File: src/rtl/interval_arithmetic_unit_defines.svh
// assertion macros for the interval arithmetic unit
`ifndef INTERVAL_ARITHMETIC_UNIT_DEFINES_SVH
`define INTERVAL_ARITHMETIC_UNIT_DEFINES_SVH

// same-cycle implication, checked outside reset
`define IAU_ASSERT_NOW(lbl, ante, cons, msg) \
  lbl: assert property (@(posedge clk) disable iff (rst) (ante) |-> (cons)) else $error(msg);

// next-cycle implication, checked outside reset
`define IAU_ASSERT_NEXT(lbl, ante, cons, msg) \
  lbl: assert property (@(posedge clk) disable iff (rst) (ante) |=> (cons)) else $error(msg);

`endif

File: src/rtl/iau_pkg.sv
// ----------------------------------------------------------------------------
// iau_pkg
// Types and constants shared by the interval arithmetic unit.
// ----------------------------------------------------------------------------
package iau_pkg;

  localparam int VALUE_WIDTH = 32;
  localparam int QUEUE_DEPTH = 4;
  localparam int QPTR_W      = $clog2(QUEUE_DEPTH);
  localparam int DIV_CNT_W   = $clog2(VALUE_WIDTH);

  localparam logic [VALUE_WIDTH-1:0] VAL_MIN  = {1'b1, {(VALUE_WIDTH-1){1'b0}}};
  localparam logic [VALUE_WIDTH-1:0] VAL_ONES = {VALUE_WIDTH{1'b1}};
  localparam logic [VALUE_WIDTH-1:0] VAL_ZERO = '0;

  typedef enum logic [2:0] {
    OP_ADD  = 3'd0,
    OP_SUB  = 3'd1,
    OP_MUL  = 3'd2,
    OP_SDIV = 3'd3,
    OP_UDIV = 3'd4,
    OP_JOIN = 3'd5
  } op_t;

  typedef enum logic [1:0] {
    KIND_UNKNOWN   = 2'd0,
    KIND_BOUNDED   = 2'd1,
    KIND_UNBOUNDED = 2'd2
  } kind_t;

  typedef enum logic [1:0] {
    CLS_DIRECT = 2'd0,
    CLS_MUL    = 2'd1,
    CLS_SDIV   = 2'd2,
    CLS_UDIV   = 2'd3
  } cls_t;

  typedef enum logic [2:0] {
    ST_IDLE,
    ST_MUL,
    ST_MUL_TAIL,
    ST_DIV_LOAD,
    ST_DIV_RUN,
    ST_DIV_FIN,
    ST_DONE
  } back_state_t;

  typedef struct packed {
    kind_t                  kind;
    logic [VALUE_WIDTH-1:0] lo;
    logic [VALUE_WIDTH-1:0] hi;
  } res_t;

  typedef struct packed {
    cls_t                   cls;
    res_t                   res;
    logic [VALUE_WIDTH-1:0] la;
    logic [VALUE_WIDTH-1:0] ha;
    logic [VALUE_WIDTH-1:0] lb;
    logic [VALUE_WIDTH-1:0] hb;
  } cmd_t;

  typedef struct packed {
    logic full;
    logic empty;
  } q_status_t;

endpackage

File: src/rtl/iau_queue.sv
// ----------------------------------------------------------------------------
// iau_queue
// Small first-in first-out queue of commands built from registers.
// ----------------------------------------------------------------------------
`include "interval_arithmetic_unit_defines.svh"

module iau_queue (
  input  logic             clk,
  input  logic             rst,
  input  logic             push,
  input  iau_pkg::cmd_t    wdata,
  input  logic             pop,
  output iau_pkg::cmd_t    rdata,
  output iau_pkg::q_status_t status
);
  import iau_pkg::*;

  cmd_t              mem [QUEUE_DEPTH];
  logic [QPTR_W-1:0] wr_ptr;
  logic [QPTR_W-1:0] rd_ptr;
  logic [QPTR_W:0]   count;
  logic              do_push;
  logic              do_pop;

  assign status.full  = (count == (QPTR_W+1)'(QUEUE_DEPTH));
  assign status.empty = (count == '0);
  assign do_push = push && !status.full;
  assign do_pop  = pop && !status.empty;
  assign rdata   = mem[rd_ptr];

  always_ff @(posedge clk) begin
    if (do_push) begin
      mem[wr_ptr] <= wdata;
    end
  end

  always_ff @(posedge clk) begin
    if (rst) begin
      wr_ptr <= '0;
      rd_ptr <= '0;
      count  <= '0;
    end else begin
      if (do_push) begin
        wr_ptr <= wr_ptr + 1'b1;
      end
      if (do_pop) begin
        rd_ptr <= rd_ptr + 1'b1;
      end
      case ({do_push, do_pop})
        2'b10:   count <= count + 1'b1;
        2'b01:   count <= count - 1'b1;
        default: count <= count;
      endcase
    end
  end

  `IAU_ASSERT_NOW(a_count_bound, 1'b1, count <= (QPTR_W+1)'(QUEUE_DEPTH), "queue count over depth")
  `IAU_ASSERT_NEXT(a_count_up, do_push && !do_pop, count == $past(count) + 1'b1, "count not raised")
  `IAU_ASSERT_NEXT(a_count_down, do_pop && !do_push, count == $past(count) - 1'b1, "count not lowered")

endmodule

File: config.mk
export PLATFORM = sky130hd
export DESIGN_NAME = iau_queue
export DESIGN_NICKNAME = d
export VERILOG_FILES = /design/src/rtl/iau_pkg.sv /design/src/rtl/iau_queue.sv
export VERILOG_INCLUDE_DIRS = /design/src /design/src/rtl
export SDC_FILE = /design/constraint.sdc
export NUM_CORES = 1
export LEC_CHECK = 0
export BUFFER_PORTS_ARGS = -buffer_cell sky130_fd_sc_hd__buf_2
export CAP_MARGIN = 40
export CORE_MARGIN = 2
export CORE_UTILIZATION = 51
export CTS_CLUSTER_DIAMETER = 200
export DETAILED_ROUTE_END_ITERATION = 7
export GPL_TIMING_DRIVEN = 0
export PLACE_DENSITY_LB_ADDON = 0.15
export SETUP_SLACK_MARGIN = 0.15
export SLEW_MARGIN = 30
export SYNTH_ARGS = -nofsm -noshare
export SYNTH_HDL_FRONTEND = slang
export SYNTH_SLANG_ARGS = --single-unit
export TNS_END_PERCENT = 100
File: constraint.sdc
create_clock -name clk -period 5.3 [get_ports clk]
set_clock_uncertainty 0.05 [all_clocks]
set_input_delay 0.265 -clock clk [delete_from_list [all_inputs] [get_ports clk]]
set_output_delay 0.265 -clock clk [all_outputs]
set_load 0.005 [all_outputs]
# Word level (Yosys, flattened, before mapping)
# Memory sizes are Yosys's and may differ from the RTL's. A register that Yosys moved wholly into a read port is not among the register bits.
# Index checks and enable logic that the tools add are counted.
# classes
add_sub_neg	4
eq_ne	3
n_reduce_logical	6
mux	5
# ops
operator	count
$pmux 3 s2	1
$add 2x1->2 const B	2
$mux 2	2
$add 3x1->3 const B	1
$eq 3x3->1 const B	1
$logic_not 3->1	1
$sub 3x1->3 const B	1
$eq 2x1->1 const B	1
$eq 2x2->1 const B	1
$logic_and 1x1->1	2
$logic_not 1->1	2
$mux 1	2
$reduce_bool 2->1	1
# word_totals
ram_bits	784
out_inout_bits	198
inputBits	200
n_memories	1
word_cells	22
regBits	7
# mem_list
memory	depth	word_bits	rd	rd_clocked_by_memory_dff	wr	line_no	rtl
mem	4	196	1	1	1	iau_queue.sv:18	cmd_t mem [QUEUE_DEPTH];

# Longest topological paths before layout
# depth
depth_word	5
depth_mapped	9
depth_no_buf	9

# Least setup slack after synthesis
# OpenSTA, ideal clock, no wires.
# synth_timing
path_type	reg2reg
from	register count[2]
to	memory mem[2][0] in the netlist's numbering, enable pin
setup_ps	580
synth_period_minus_slack_ps	5864
stages_incl_launch_ff	4
arrival_time_ps	5234
setup_slack_ps	-564
path_buffers	0
t_required_ps	4670
path_cell_list	dfxtp_1 > nor3b_1 > nor2_1 > and2_1
# synth_rtl
item	line_no	rtl
from (decl)	iau_queue.sv:21	logic [QPTR_W:0] count;
from (signal assigned)	iau_queue.sv:50	2'b10: count <= count + 1'b1;
from (signal assigned)	iau_queue.sv:51	2'b01: count <= count - 1'b1;
from (signal assigned)	iau_queue.sv:52	default: count <= count;
to (decl)	iau_queue.sv:18	

==> results.toml <==
[layout]
final_util = 0.655
seqCellArea_sq_mm = 0.0237
multiInputGateArea_sq_mm = 0.00468
area_growth_pct = 27.8
nFillCells = 3745
drive_above_1_share = 0.416
nets = 1988

[floorplanning]
row_count = 87
fp.dieArea_sq_mm = 0.0583
core_area_sq_mm = 0.0561
die_x_um = 241
start_util = 0.513
die_h_um = 241
io_pins = 398

[synth]
syn_avg_cell_area_sq_um = 26.7
yosysWarnings = 0
synthCells = 1078
ys_top_cells_by_count = "edfxtp_1, mux4_2, buf_2"
ys_seq_elements = 793
synth_flop_cell = "edfxtp_1"
ys_top_cells_by_area = "edfxtp_1, mux4_2, buf_6, dfxtp_1, buf_2"
synth_nets = 1284
yosysTopAreaCellShare = 0.819
syn_area_sq_mm = 0.0287
synth_most_common_cell = "edfxtp_1"
async_reset_ff_frac = 0
synth_cell_type_count = 22
ys_seq_area_frac = 0.825
synth-edff-count = 784
synth_top_cell_by_area = "edfxtp_1"

[clocking]
numCtsBuffers = 80
cts.sinks = 793
cts.clk_slew.worst_paths_ns = 0.06
clock_latency_ns = 0.61
htree_levels = 3
post_cts_resized = 0
cts-root-buf = "clkbuf_16"
postCtsSetupRepairBufs = 0
cts_buffer_depth = 3
cts_tree = "yes"

[route]
via_count = 13737
drc = 0
ant_nets = 0
wl_met2_mm = 29.5
dr.pass1.iters = 4
drt_iter0_markers = 702
routed_wl_mm = 57.8
via_per_inst = 5.28
routedLengthMet1_mm = 22.4
maxUsedRoutingLayer = "met5"
wl_per_cell_um = 22.2
met3_length_mm = 4.42

[placed_design]
io_buffer_count = 396
gp_congestion = 0.709
hpwlAfterDp_mm = 36.9

[sta]
tightest_slew_ns = 0.700
maxSlewHeadroom = 0.533
drv_slew = 0
setup-tns-final_ns = 0
fmaxAchievable_ghz = 0.347
post-route-period-util = 0.544
period_needed_ns = 2.88
hold_violations = 0
rsz0062_at_grt = "no"
setup_violations = 0

[pwr]
ir_drop_mv = 0.328
switchingPower_uw = 4090
p_clk_frac = 0.318
netSwitchingFraction = 0.246
p_comb_frac = 0.225
p_int_uw = 12500
leakage_uw = 0.0125
seqPwrFrac = 0.456
p_per_area_mw_per_mm2 = 453

[critical_path]
cp.arrival_ns = 2.57
start_kind = "register"
end_kind = "output pin"
cp_max_fo = 10
worstPathRequired_ns = 4.99
worstSetupPathType = "reg2out"

[global_routing]
grt_pass1_vias = 14329
track_usage = 0.200
grt_pass1_wl_mm = 85.6
antenna_found_initial = 7
grt_max_degree = 40
grt_overflow = 0

[job]
maxCapViolations = 0

[outcome]
status = "complete, no violations"

[worst_hold_path]
hold_path_class = "in2reg"
## logic make-up after synthesis
kind of cell / share of synthesized area
AOI/OAI and AO/OA: 0.00148
adders and majority gates: 0.00287
and+or+nand+nor: 0.00331
buffers and inverters: 0.0123
xor gates and xnor gates: 0.000914
DFF: 0.825
muxes: 0.154
## through the flow
step	std cells	cell area, sq um	power (uW)	hold WS (ns)	setup WS, ns
global route	2600	36700	17400	0.315	2.23
detailed placement	2255	32200	11400	0.431	2.49
CTS	2597	36700	16900	0.301	2.25
finish	2601	36700	16600	0.349	2.42
floorplan	1078	28800	9890	0.314	1.62
global placement	2230	31700	11400	0.425	-0.515
## worst max-delay path, stage by stage (launching register included)
cell      delay [ns]
dfxtp_1         0.30
buf_2           0.23
clkbuf_1        0.31
buf_4           0.27
buf_2           0.32
mux4_2          0.34
buf_2           0.17
## layer usage
metal  up-vias  global-route usage
met1      7135               0.259
li1       6106                   -
met4         6              0.0627
met5         -                   0
met2       386               0.326
met3       104              0.0632
## power by group through the flow
stage,clock network [uW],logic [uW],registers (uW)
CTS,5420,3860,7590
global route,5670,4080,7620
global placement,0,3590,7800
detailed placement,0,3710,7720
finish,5290,3750,7590
floorplan,0,2160,7740
## final timing paths
kind | startpoint | endpoint | slack [ns] | depth (start not counted)
setup / recovery | register | rdata[63] | 2.42 | 6
hold / removal | wdata[129] | mem[3][129] | 0.35 | 2
setup reg to reg | count[0] | mem[0][120] | 2.52 | 7
hold reg to reg | rd_ptr[1] | register | 0.45 | 2
## what timing repair did
| action | 4_1_cts | 5_1_grt |
|---|---|---|
| hold buffers | 201 | 0 |
| endpoints found under the setup margin | 0 | 0 |
| endpoints found under the hold margin | 792 | 0 |
## cells in the final DEF (no fill, tap or decap), types with 5 or more instances in the layout
cell	instances
mux4_2	196
edfxtp_1	784
clkbuf_1	21
nor2_1	6
clkinv_2	14
buf_6	17
clkinv_1	19
buf_16	7
dfxtp_1	9
clkbuf_16	85
dlygate4sd3_1	201
buf_12	17
buf_2	417
inv_1	8
ha_1	5
## area by class of cell
| cell class | instances | share of cell area |
|---|---|---|
| Clock inverter | 41 | 0.00801 |
| Sequential cell | 793 | 0.646 |
| Clock buffer | 100 | 0.0595 |
| Timing Repair Buffer | 622 | 0.123 |
| Buffer | 45 | 0.00879 |
| Multi-Input combinational cell | 232 | 0.127 |
| Inverter | 8 | 0.000818 |
| Tap cell | 756 | 0.0258 |
| Antenna cell | 4 | 0.000273 |
## flip-flops by register name (all words and copies together), names as in the netlist, named ones only
register	cells
mem	784
count	3
rd_ptr	2
wr_ptr	2
Note: power is estimated with default switching activity, not from simulation.
