==> src/rtl/interval_arithmetic_unit_defines.svh <==
// assertion macros for the interval arithmetic unit
`ifndef INTERVAL_ARITHMETIC_UNIT_DEFINES_SVH
`define INTERVAL_ARITHMETIC_UNIT_DEFINES_SVH

// same-cycle implication, checked outside reset
`define IAU_ASSERT_NOW(lbl, ante, cons, msg) \
  lbl: assert property (@(posedge clk) disable iff (rst) (ante) |-> (cons)) else $error(msg);

// next-cycle implication, checked outside reset
`define IAU_ASSERT_NEXT(lbl, ante, cons, msg) \
  lbl: assert property (@(posedge clk) disable iff (rst) (ante) |=> (cons)) else $error(msg);

`endif

==> src/rtl/iau_pkg.sv <==
// ----------------------------------------------------------------------------
// iau_pkg
// Types and constants shared by the interval arithmetic unit.
// ----------------------------------------------------------------------------
package iau_pkg;

  localparam int VALUE_WIDTH = 32;
  localparam int QUEUE_DEPTH = 4;
  localparam int QPTR_W      = $clog2(QUEUE_DEPTH);
  localparam int DIV_CNT_W   = $clog2(VALUE_WIDTH);

  localparam logic [VALUE_WIDTH-1:0] VAL_MIN  = {1'b1, {(VALUE_WIDTH-1){1'b0}}};
  localparam logic [VALUE_WIDTH-1:0] VAL_ONES = {VALUE_WIDTH{1'b1}};
  localparam logic [VALUE_WIDTH-1:0] VAL_ZERO = '0;

  typedef enum logic [2:0] {
    OP_ADD  = 3'd0,
    OP_SUB  = 3'd1,
    OP_MUL  = 3'd2,
    OP_SDIV = 3'd3,
    OP_UDIV = 3'd4,
    OP_JOIN = 3'd5
  } op_t;

  typedef enum logic [1:0] {
    KIND_UNKNOWN   = 2'd0,
    KIND_BOUNDED   = 2'd1,
    KIND_UNBOUNDED = 2'd2
  } kind_t;

  typedef enum logic [1:0] {
    CLS_DIRECT = 2'd0,
    CLS_MUL    = 2'd1,
    CLS_SDIV   = 2'd2,
    CLS_UDIV   = 2'd3
  } cls_t;

  typedef enum logic [2:0] {
    ST_IDLE,
    ST_MUL,
    ST_MUL_TAIL,
    ST_DIV_LOAD,
    ST_DIV_RUN,
    ST_DIV_FIN,
    ST_DONE
  } back_state_t;

  typedef struct packed {
    kind_t                  kind;
    logic [VALUE_WIDTH-1:0] lo;
    logic [VALUE_WIDTH-1:0] hi;
  } res_t;

  typedef struct packed {
    cls_t                   cls;
    res_t                   res;
    logic [VALUE_WIDTH-1:0] la;
    logic [VALUE_WIDTH-1:0] ha;
    logic [VALUE_WIDTH-1:0] lb;
    logic [VALUE_WIDTH-1:0] hb;
  } cmd_t;

  typedef struct packed {
    logic full;
    logic empty;
  } q_status_t;

endpackage

==> src/rtl/iau_back.sv <==
// ----------------------------------------------------------------------------
// iau_back
// Executes queued commands: passes resolved results through, runs the four
// corner products on one multiplier and corner quotients on one radix-2
// divider, and forms the hull.
// ----------------------------------------------------------------------------
module iau_back (
  input  logic                clk,
  input  logic                rst,
  input  iau_pkg::cmd_t       cmd,
  input  iau_pkg::q_status_t  cmd_status,
  output logic                cmd_pop,
  input  iau_pkg::q_status_t  res_status,
  output logic                res_push,
  output iau_pkg::cmd_t       res_cmd
);
  import iau_pkg::*;

  localparam int W = VALUE_WIDTH;

  back_state_t          state;
  back_state_t          state_next;
  logic [1:0]           idx;
  logic [W-1:0]         a_sel;
  logic [W-1:0]         b_sel;
  logic signed [2*W-1:0] prod;
  logic                 pval;
  logic [1:0]           pidx;
  logic                 ovf;
  logic [W-1:0]         acc_lo;
  logic [W-1:0]         acc_hi;
  logic [W-1:0]         dvd;
  logic [W-1:0]         dvs;
  logic [W-1:0]         rem;
  logic [W:0]           rem_sh;
  logic [W:0]           trial;
  logic [DIV_CNT_W-1:0] cnt;
  logic                 qneg;
  logic [W-1:0]         quot;
  logic [W-1:0]         pv;
  logic                 pfits;
  logic                 last_div;
  logic                 is_udiv;

  assign is_udiv  = (cmd.cls == CLS_UDIV);
  assign last_div = is_udiv ? (idx == 2'd1) : (idx == 2'd3);

  // corner operands; unsigned divide takes low_a/high_b then high_a/low_b
  always_comb begin
    if (is_udiv) begin
      a_sel = idx[0] ? cmd.ha : cmd.la;
      b_sel = idx[0] ? cmd.lb : cmd.hb;
    end else begin
      a_sel = idx[1] ? cmd.ha : cmd.la;
      b_sel = idx[0] ? cmd.hb : cmd.lb;
    end
  end

  assign rem_sh = {rem, dvd[W-1]};
  assign trial  = rem_sh - {1'b0, dvs};
  assign quot   = qneg ? (VAL_ZERO - dvd) : dvd;
  assign pv     = prod[W-1:0];
  // product fits when its upper half is a sign extension
  assign pfits  = (prod[2*W-1:W-1] == '0) || (prod[2*W-1:W-1] == '1);

  always_comb begin
    state_next = state;
    case (state)
      ST_IDLE: begin
        if (!cmd_status.empty) begin
          case (cmd.cls)
            CLS_MUL:  state_next = ST_MUL;
            CLS_SDIV: state_next = ST_DIV_LOAD;
            CLS_UDIV: state_next = ST_DIV_LOAD;
            default:  state_next = ST_IDLE;
          endcase
        end
      end
      ST_MUL:      state_next = (idx == 2'd3) ? ST_MUL_TAIL : ST_MUL;
      ST_MUL_TAIL: state_next = ST_DONE;
      ST_DIV_LOAD: state_next = ST_DIV_RUN;
      ST_DIV_RUN:  state_next = (cnt == DIV_CNT_W'(W-1)) ? ST_DIV_FIN : ST_DIV_RUN;
      ST_DIV_FIN:  state_next = last_div ? ST_DONE : ST_DIV_LOAD;
      ST_DONE:     state_next = res_status.full ? ST_DONE : ST_IDLE;
      default:     state_next = ST_IDLE;
    endcase
  end

  always_comb begin
    cmd_pop  = 1'b0;
    res_push = 1'b0;
    res_cmd  = cmd;
    case (state)
      ST_IDLE: begin
        if (!cmd_status.empty && cmd.cls == CLS_DIRECT && !res_status.full) begin
          cmd_pop  = 1'b1;
          res_push = 1'b1;
        end
      end
      ST_DONE: begin
        res_cmd.cls = CLS_DIRECT;
        if (ovf) begin
          res_cmd.res = '{kind: KIND_UNBOUNDED, lo: VAL_ZERO, hi: VAL_ZERO};
        end else begin
          res_cmd.res = '{kind: KIND_BOUNDED, lo: acc_lo, hi: acc_hi};
        end
        if (!res_status.full) begin
          cmd_pop  = 1'b1;
          res_push = 1'b1;
        end
      end
      default: begin
        cmd_pop  = 1'b0;
        res_push = 1'b0;
      end
    endcase
  end

  always_ff @(posedge clk) begin
    if (rst) begin
      state <= ST_IDLE;
      pval  <= 1'b0;
    end else begin
      state <= state_next;
      pval  <= (state == ST_MUL);
    end
  end

  always_ff @(posedge clk) begin
    pidx <= idx;
    prod <= $signed(a_sel) * $signed(b_sel);
    case (state)
      ST_IDLE: begin
        idx <= 2'd0;
        ovf <= 1'b0;
      end
      ST_MUL: begin
        idx <= idx + 1'b1;
      end
      ST_DIV_LOAD: begin
        cnt <= '0;
        rem <= '0;
        if (is_udiv) begin
          dvd  <= a_sel;
          dvs  <= b_sel;
          qneg <= 1'b0;
        end else begin
          dvd  <= a_sel[W-1] ? (VAL_ZERO - a_sel) : a_sel;
          dvs  <= b_sel[W-1] ? (VAL_ZERO - b_sel) : b_sel;
          qneg <= a_sel[W-1] ^ b_sel[W-1];
        end
      end
      ST_DIV_RUN: begin
        cnt <= cnt + 1'b1;
        if (!trial[W]) begin
          rem <= trial[W-1:0];
          dvd <= {dvd[W-2:0], 1'b1};
        end else begin
          rem <= rem_sh[W-1:0];
          dvd <= {dvd[W-2:0], 1'b0};
        end
      end
      ST_DIV_FIN: begin
        idx <= idx + 1'b1;
        if (is_udiv) begin
          if (idx == 2'd0) begin
            acc_lo <= quot;
          end else begin
            acc_hi <= quot;
          end
        end else begin
          if (idx == 2'd0 || $signed(quot) < $signed(acc_lo)) begin
            acc_lo <= quot;
          end
          if (idx == 2'd0 || $signed(acc_hi) < $signed(quot)) begin
            acc_hi <= quot;
          end
        end
      end
      default: begin
        idx <= idx;
      end
    endcase
    // hull of corner products as they leave the multiplier register
    if (pval) begin
      if (!pfits) begin
        ovf <= 1'b1;
      end
      if (pidx == 2'd0 || $signed(pv) < $signed(acc_lo)) begin
        acc_lo <= pv;
      end
      if (pidx == 2'd0 || $signed(acc_hi) < $signed(pv)) begin
        acc_hi <= pv;
      end
    end
  end

endmodule

==> config.mk <==
export PLATFORM = sky130hd
export DESIGN_NAME = iau_back
export DESIGN_NICKNAME = d
export VERILOG_FILES = /design/src/rtl/interval_arithmetic_unit_defines.svh /design/src/rtl/iau_pkg.sv /design/src/rtl/iau_back.sv
export SDC_FILE = /design/constraint.sdc
export NUM_CORES = 2
export LEC_CHECK = 0
export ABC_AREA = 0
export BUFFER_PORTS_ARGS = -buffer_cell sky130_fd_sc_hd__buf_4
export CAP_MARGIN = 10
export CORE_MARGIN = 2
export CORE_UTILIZATION = 64
export CTS_CLUSTER_DIAMETER = 150
export DETAILED_ROUTE_END_ITERATION = 10
export HOLD_SLACK_MARGIN = 0.02
export PLACE_DENSITY = 0.81
export SLEW_MARGIN = 20
export SYNTH_ARGS = -nofsm -noshare
export SYNTH_HDL_FRONTEND = slang
export SYNTH_SLANG_ARGS = --single-unit
==> constraint.sdc <==
create_clock -name clk -period 15.56 [get_ports clk]
set_input_delay 3.112 -clock clk [delete_from_list [all_inputs] [get_ports clk]]
set_output_delay 3.112 -clock clk [all_outputs]
set_load 0.1 [all_outputs]
======== After elaboration in Yosys (flattened, before gate mapping) ========
Cells that the tools add are included.
storage, ports and cells
  input bits .............................. 202
  output and inout bits ................... 198
  register bits ........................... 239
  logic and storage cells ................. 102
operators by class
  magnitude comparators ................... 4
  muxes and demuxes ....................... 45
  equal/unequal tests ..................... 14
  reduce and logical (&&, ||, !) cells .... 18
  bitwise logic cells ..................... 1
  $mul .................................... 1
  $add $sub $neg .......................... 6
operator list
  operator                                            number
  2-to-1 mux 32 bit                                   24
  less-than comparator 32 bit                         4
  one-hot mux 32 bit (2 select lines)                 2
  subtractor 1 x 32 -> 32 bit (first input constant)  3
  2-to-1 mux 68 bit                                   1
  2-to-1 mux 66 bit                                   1
  multiplier 32 x 32 -> 64 bit                        1
  == test 33 bit (second input constant)              1
  zero test 33 bit                                    1
  subtractor 33 x 32 -> 33 bit                        1
  one-hot mux 3 bit (7 select lines)                  1
  one-hot mux 5 bit (2 select lines)                  1
  == test 3 bit (second input constant)               3
  2-to-1 mux 3 bit                                    3
  2-to-1 mux 1 bit                                    8
  one-hot mux 2 bit (2 select lines)                  2
  == test 2 bit (second input constant)               3
  == test 3 x 2 -> 1 bit (second input constant)      2
  zero test 2 bit                                     3
  adder 5 x 1 -> 5 bit (second input constant)        1
  == test 5 bit (second input constant)               1
  logical OR 1 bit                                    5
  == test 2 x 1 -> 1 bit (second input constant)      2
  nonzero test 2 bit                                  2
  10 further kinds                                    13

======== Depth between registers and ports, before layout ========
  depth after elaboration ................. 9
  depth in mapped cells ................... 38
  depth with buffers taken out ............ 31

======== Least setup slack after synthesis ========
OpenSTA, ideal clock, no wires.
  path kind ............................... input to register
  start ................................... input port cmd[194] (netlist bit)
  end ..................................... register prod[61]
  path buffers ............................ 8
  library setup time ...................... 0.106 ns
  cell stages on the path ................. 35
  path slack .............................. 3.043 ns
  arrival time ............................ 12.411 ns
  cell sequence ........................... buf_6 and3b_1 buf_4 nor2_4 buf_4 buf_6 buf_2 buf_2 buf_2 mux2i_1 clkbuf_1 nor2_1 fa_1 inv_1 fa_1 fa_1 inv_1 fa_1 inv_1 fa_1 inv_1 fa_1 fa_1 inv_1 fa_1 inv_1 ha_1 a21o_1 a21o_1 a21oi_1 nand2_1 a221oi_1 a31oi_1 a211o_1 o311ai_0
between the ends
  longest elaborated chain between the ends .. 3
  elaborated cells between the ends (all ways) .. 4
RTL lines
  item                              line             text
  start, declared                   iau_back.sv:10   input iau_pkg::cmd_t cmd,
  == test 2 bit (*)                 iau_back.sv:45   assign is_udiv = (cmd.cls == CLS_UDIV);
  2-to-1 mux 32 bit                 iau_back.sv:50   if (is_udiv) begin
  multiplier 32 x 32 -> 64 bit (*)  iau_back.sv:131  prod <= $signed(a_sel) * $signed(b_sel);
  end signal, assigned              iau_back.sv:131
  end, declared                     iau_back.sv:26   logic signed [2*W-1:0] prod;
Every way passes the cells marked *; elsewhere a longest branch is shown, timed or not.
A chain may end at the register's enable or synchronous reset.

======== Final worst setup path ========
  start ................................... input port cmd[194] (netlist bit)
  end ..................................... register prod[63]
The elaborated chain is that of the path after synthesis.

==> summary.txt <==
Yosys
  – Syn Inst Count: 6123
  – Syn_nets: 7757
  – Async S/R FF share, synth: 0
  – Area contributors post-synth: fa_1, ha_1, inv_1, edfxtp_1, dfxtp_1
  – Post-synth cell types: 89
  – Synth area leader: fa_1
  – Synth Area in Adders: 0.4809
  – Syn Std Cell Area: 54160 sq um
  – Sequential area share after synthesis: 0.1076
  – Synth Area in Compound Gates: 0.08853
  – Top FF cell, synth: dfxtp_1
  – Post-Synth XOR/XNOR Area: 0.02943
  – FF+latch count, synth: 239
  – Yosys top cell area share: 0.4003
  – Post-synth EDFFs: 104
  – Mux cell area share after synthesis: 0.03542
  – Synth warn: 0
  – Main combinational cell family by area after synthesis: adder cells
  – Syn avg cell area: 8.845 sq um
  – Synth Area in Simple Gates: 0.1398

Cells and area
  – Fin area: 58540 sq um
  – Commonest non-fill, non-tap cell in the layout: inv_1
  – Area Overhead vs Synth: 8.097%
  – Layout cell share with drive strength beyond 1: 0.1090
  – Most frequent cells in the layout: inv_1, fa_1, nand2_1, nor2_1, buf_4
  – Post-layout net count: 7876
  – Fillcell total: 6479

Critical path
  – Buf+Inv Stages, Crit Path: 6
  – Startpoint types: input port
  – Crit path max fanout: 15
  – Largest delay share family, worst path: adder cells
  – Worst EP arrival: 14170 ps
  – CP peak stage delay: 1000 ps
  – Req. time, crit path: 16090 ps
  – Max stage delay cell, worst path: mux2i_4
  – Crit Path Category: input port to flop
  – Crit path capture type: flop
  – CP most frequent cell: fa_1

Clock network
  – CTS tree: done
  – Postcts setup bufs: 0
  – Cts bufs inserted: 30
  – Post-cts resize count: 0
  – H-tree depth: 1
  – Clk buf depth: 3
  – Clock Sinks: 239
  – Hold buffers post-CTS: 0
  – Clk_lat worst skew: 670 ps
  – CTS root buffer: clkbuf_16
  – Clock transition at path regs: 60 ps

Drt
  – Routed Antenna Nets: 0
  – Detailed Route Iter0 Violations: 4739
  – Detailed-route via count: 45560
  – Drt pass-1 iters: 6
  – Routed WL: 186200 microns
  – DRC viols: 0
  – Wirelength per Cell: 25.14 microns
  – Number of vias per cell: 6.153

STA
  – Post-route minimum period: 13630 ps
  – Max Clock Skew: 58.87 ps
  – Final setup viols: 0
  – F_max: 73.35 MHz
  – RSZ-0062 raised after global routing: no
  – Hold_ws: 509.0 ps
  – Fin crit share: 0.8762
  – Worst-margin pin slew: 1280 ps
  – Final Max Tran Viols: 0
  – Sum Neg Setup Slack: 0 ps
  – Slew headroom: 0.1444
  – Final hold violations: 0

Worst hold path
  – Hold crit path type: flop to flop

Floorplanning
  – Die width: 294.9 microns
  – Placeable core region: 83690 sq um
  – Starting Density: 0.6472
  – Ports: 400
  – Row Count: 106
  – Die Area: 86970 sq um
  – Die height: 294.9 microns

Placement
  – GPL Wtd Cong: 1.047
  – Post-DP Area: 57530 sq um
  – PortBufs: 397
  – Dpl hpwl: 147800 microns

Global routing
  – Largest net degree at the start of global routing: 110
  – Global route total overflow: 0
  – Vias in the first global route: 46650
  – Initial antenna violation count: 8
  – Total Routing Usage GR: 0.4366
  – First-pass GRT wire length: 279700 microns

Outcome
  – Status: completed

Run
  – Max-cap viol count: 0
-- metal layers --
layer	wire length (microns)	part of all wire	global-route usage
met1	62330	0.33	0.5275
met3	25020	0.13	0.1433
met5	164	0.00088	0.004435
met4	18240	0.098	0.3387
met2	80410	0.43	0.6478
-- sequential cells by signal, indices dropped and copies added (netlist names) --
register and count:
prod 64, idx 2, cnt 5, rem 32
ovf 1, acc_hi 32, acc_lo 32, dvd 32
pidx 2, pval 1, state 3, qneg 1
dvs 32
-- stage by stage --
step,worst slack [ps],util,instances
final,1926,0.6996,7405
after global routing,1622,0.6994,7400
after detailed placement,1504,0.6874,7344
after floorplan,3043,-,6123
after CTS,2138,0.6994,7400
after global placement,1558,0.6874,7344
-- final cells by class --
class / instances / area (sq um) / area share
sequential: 239 / 5827 / 0.09953
inverter: 1142 / 4287 / 0.07322
multi-input combinational: 4326 / 42220 / 0.7212
antenna: 5 / 12.51 / 0.0002137
tap: 1134 / 1419 / 0.02424
clock inverter: 18 / 220.2 / 0.003761
timing repair buffer: 503 / 3776 / 0.06450
clock buffer: 38 / 780.7 / 0.01334
-- cells by family after synthesis --
family | after synthesis
DFF | 239
and+or+nand+nor | 1773
adders and majority gates | 1432
xor gates and xnor gates | 182
AOI/OAI and AO/OA | 756
buffers and inverters | 1558
muxes | 183
-- path summary, 6_finish.rpt --
path | start | end | slack (ps) | depth (start not counted)
max | cmd[194] | prod[63] | 1930 | 28
min | prod[3] | acc_lo[3] | 510 | 2
max reg2reg | idx[0] | prod[63] | 3650 | 28
min reg2reg | prod[3] | acc_lo[3] | 510 | 2
-- cell usage after synthesis (all sizes together) (5+ instances only) --
library cell  count
a2111oi           5
a211o             5
a211oi           21
a21boi            6
a21o             84
a21oi           236
a221oi            5
a31oi            28
a41oi             5
and2             26
and3             15
buf             189
clkbuf          227
dfxtp           135
edfxtp          104
fa             1083
ha              349
inv            1140
mux2             57
mux2i           126
nand2           709
nand2b           56
nand3            43
nand4            46
nor2            673
nor2b            24
nor3            106
nor4             28
o21a             12
o21ai           164
o21bai           23
o311ai            5
o31a              6
o31ai           113
o41ai            11
or2               8
or3              12
or4               6
xnor2           142
xor2             40
-- worst reg2reg max path, delay by kind of cell (launching register included) --
family / cells / cell delay, ps
adder cells (fa/ha/maj): 9 / 4550
AO/OA/AOI/OAI: 5 / 2660
AND/OR/NAND/NOR: 6 / 1800
buffers and inverters: 6 / 1250
multiplexers: 2 / 1220
flip-flops: 1 / 320
Power is left out: the tool's default activity adds up to more than one toggle a clock period on the data nets, which glitch-free logic cannot reach.
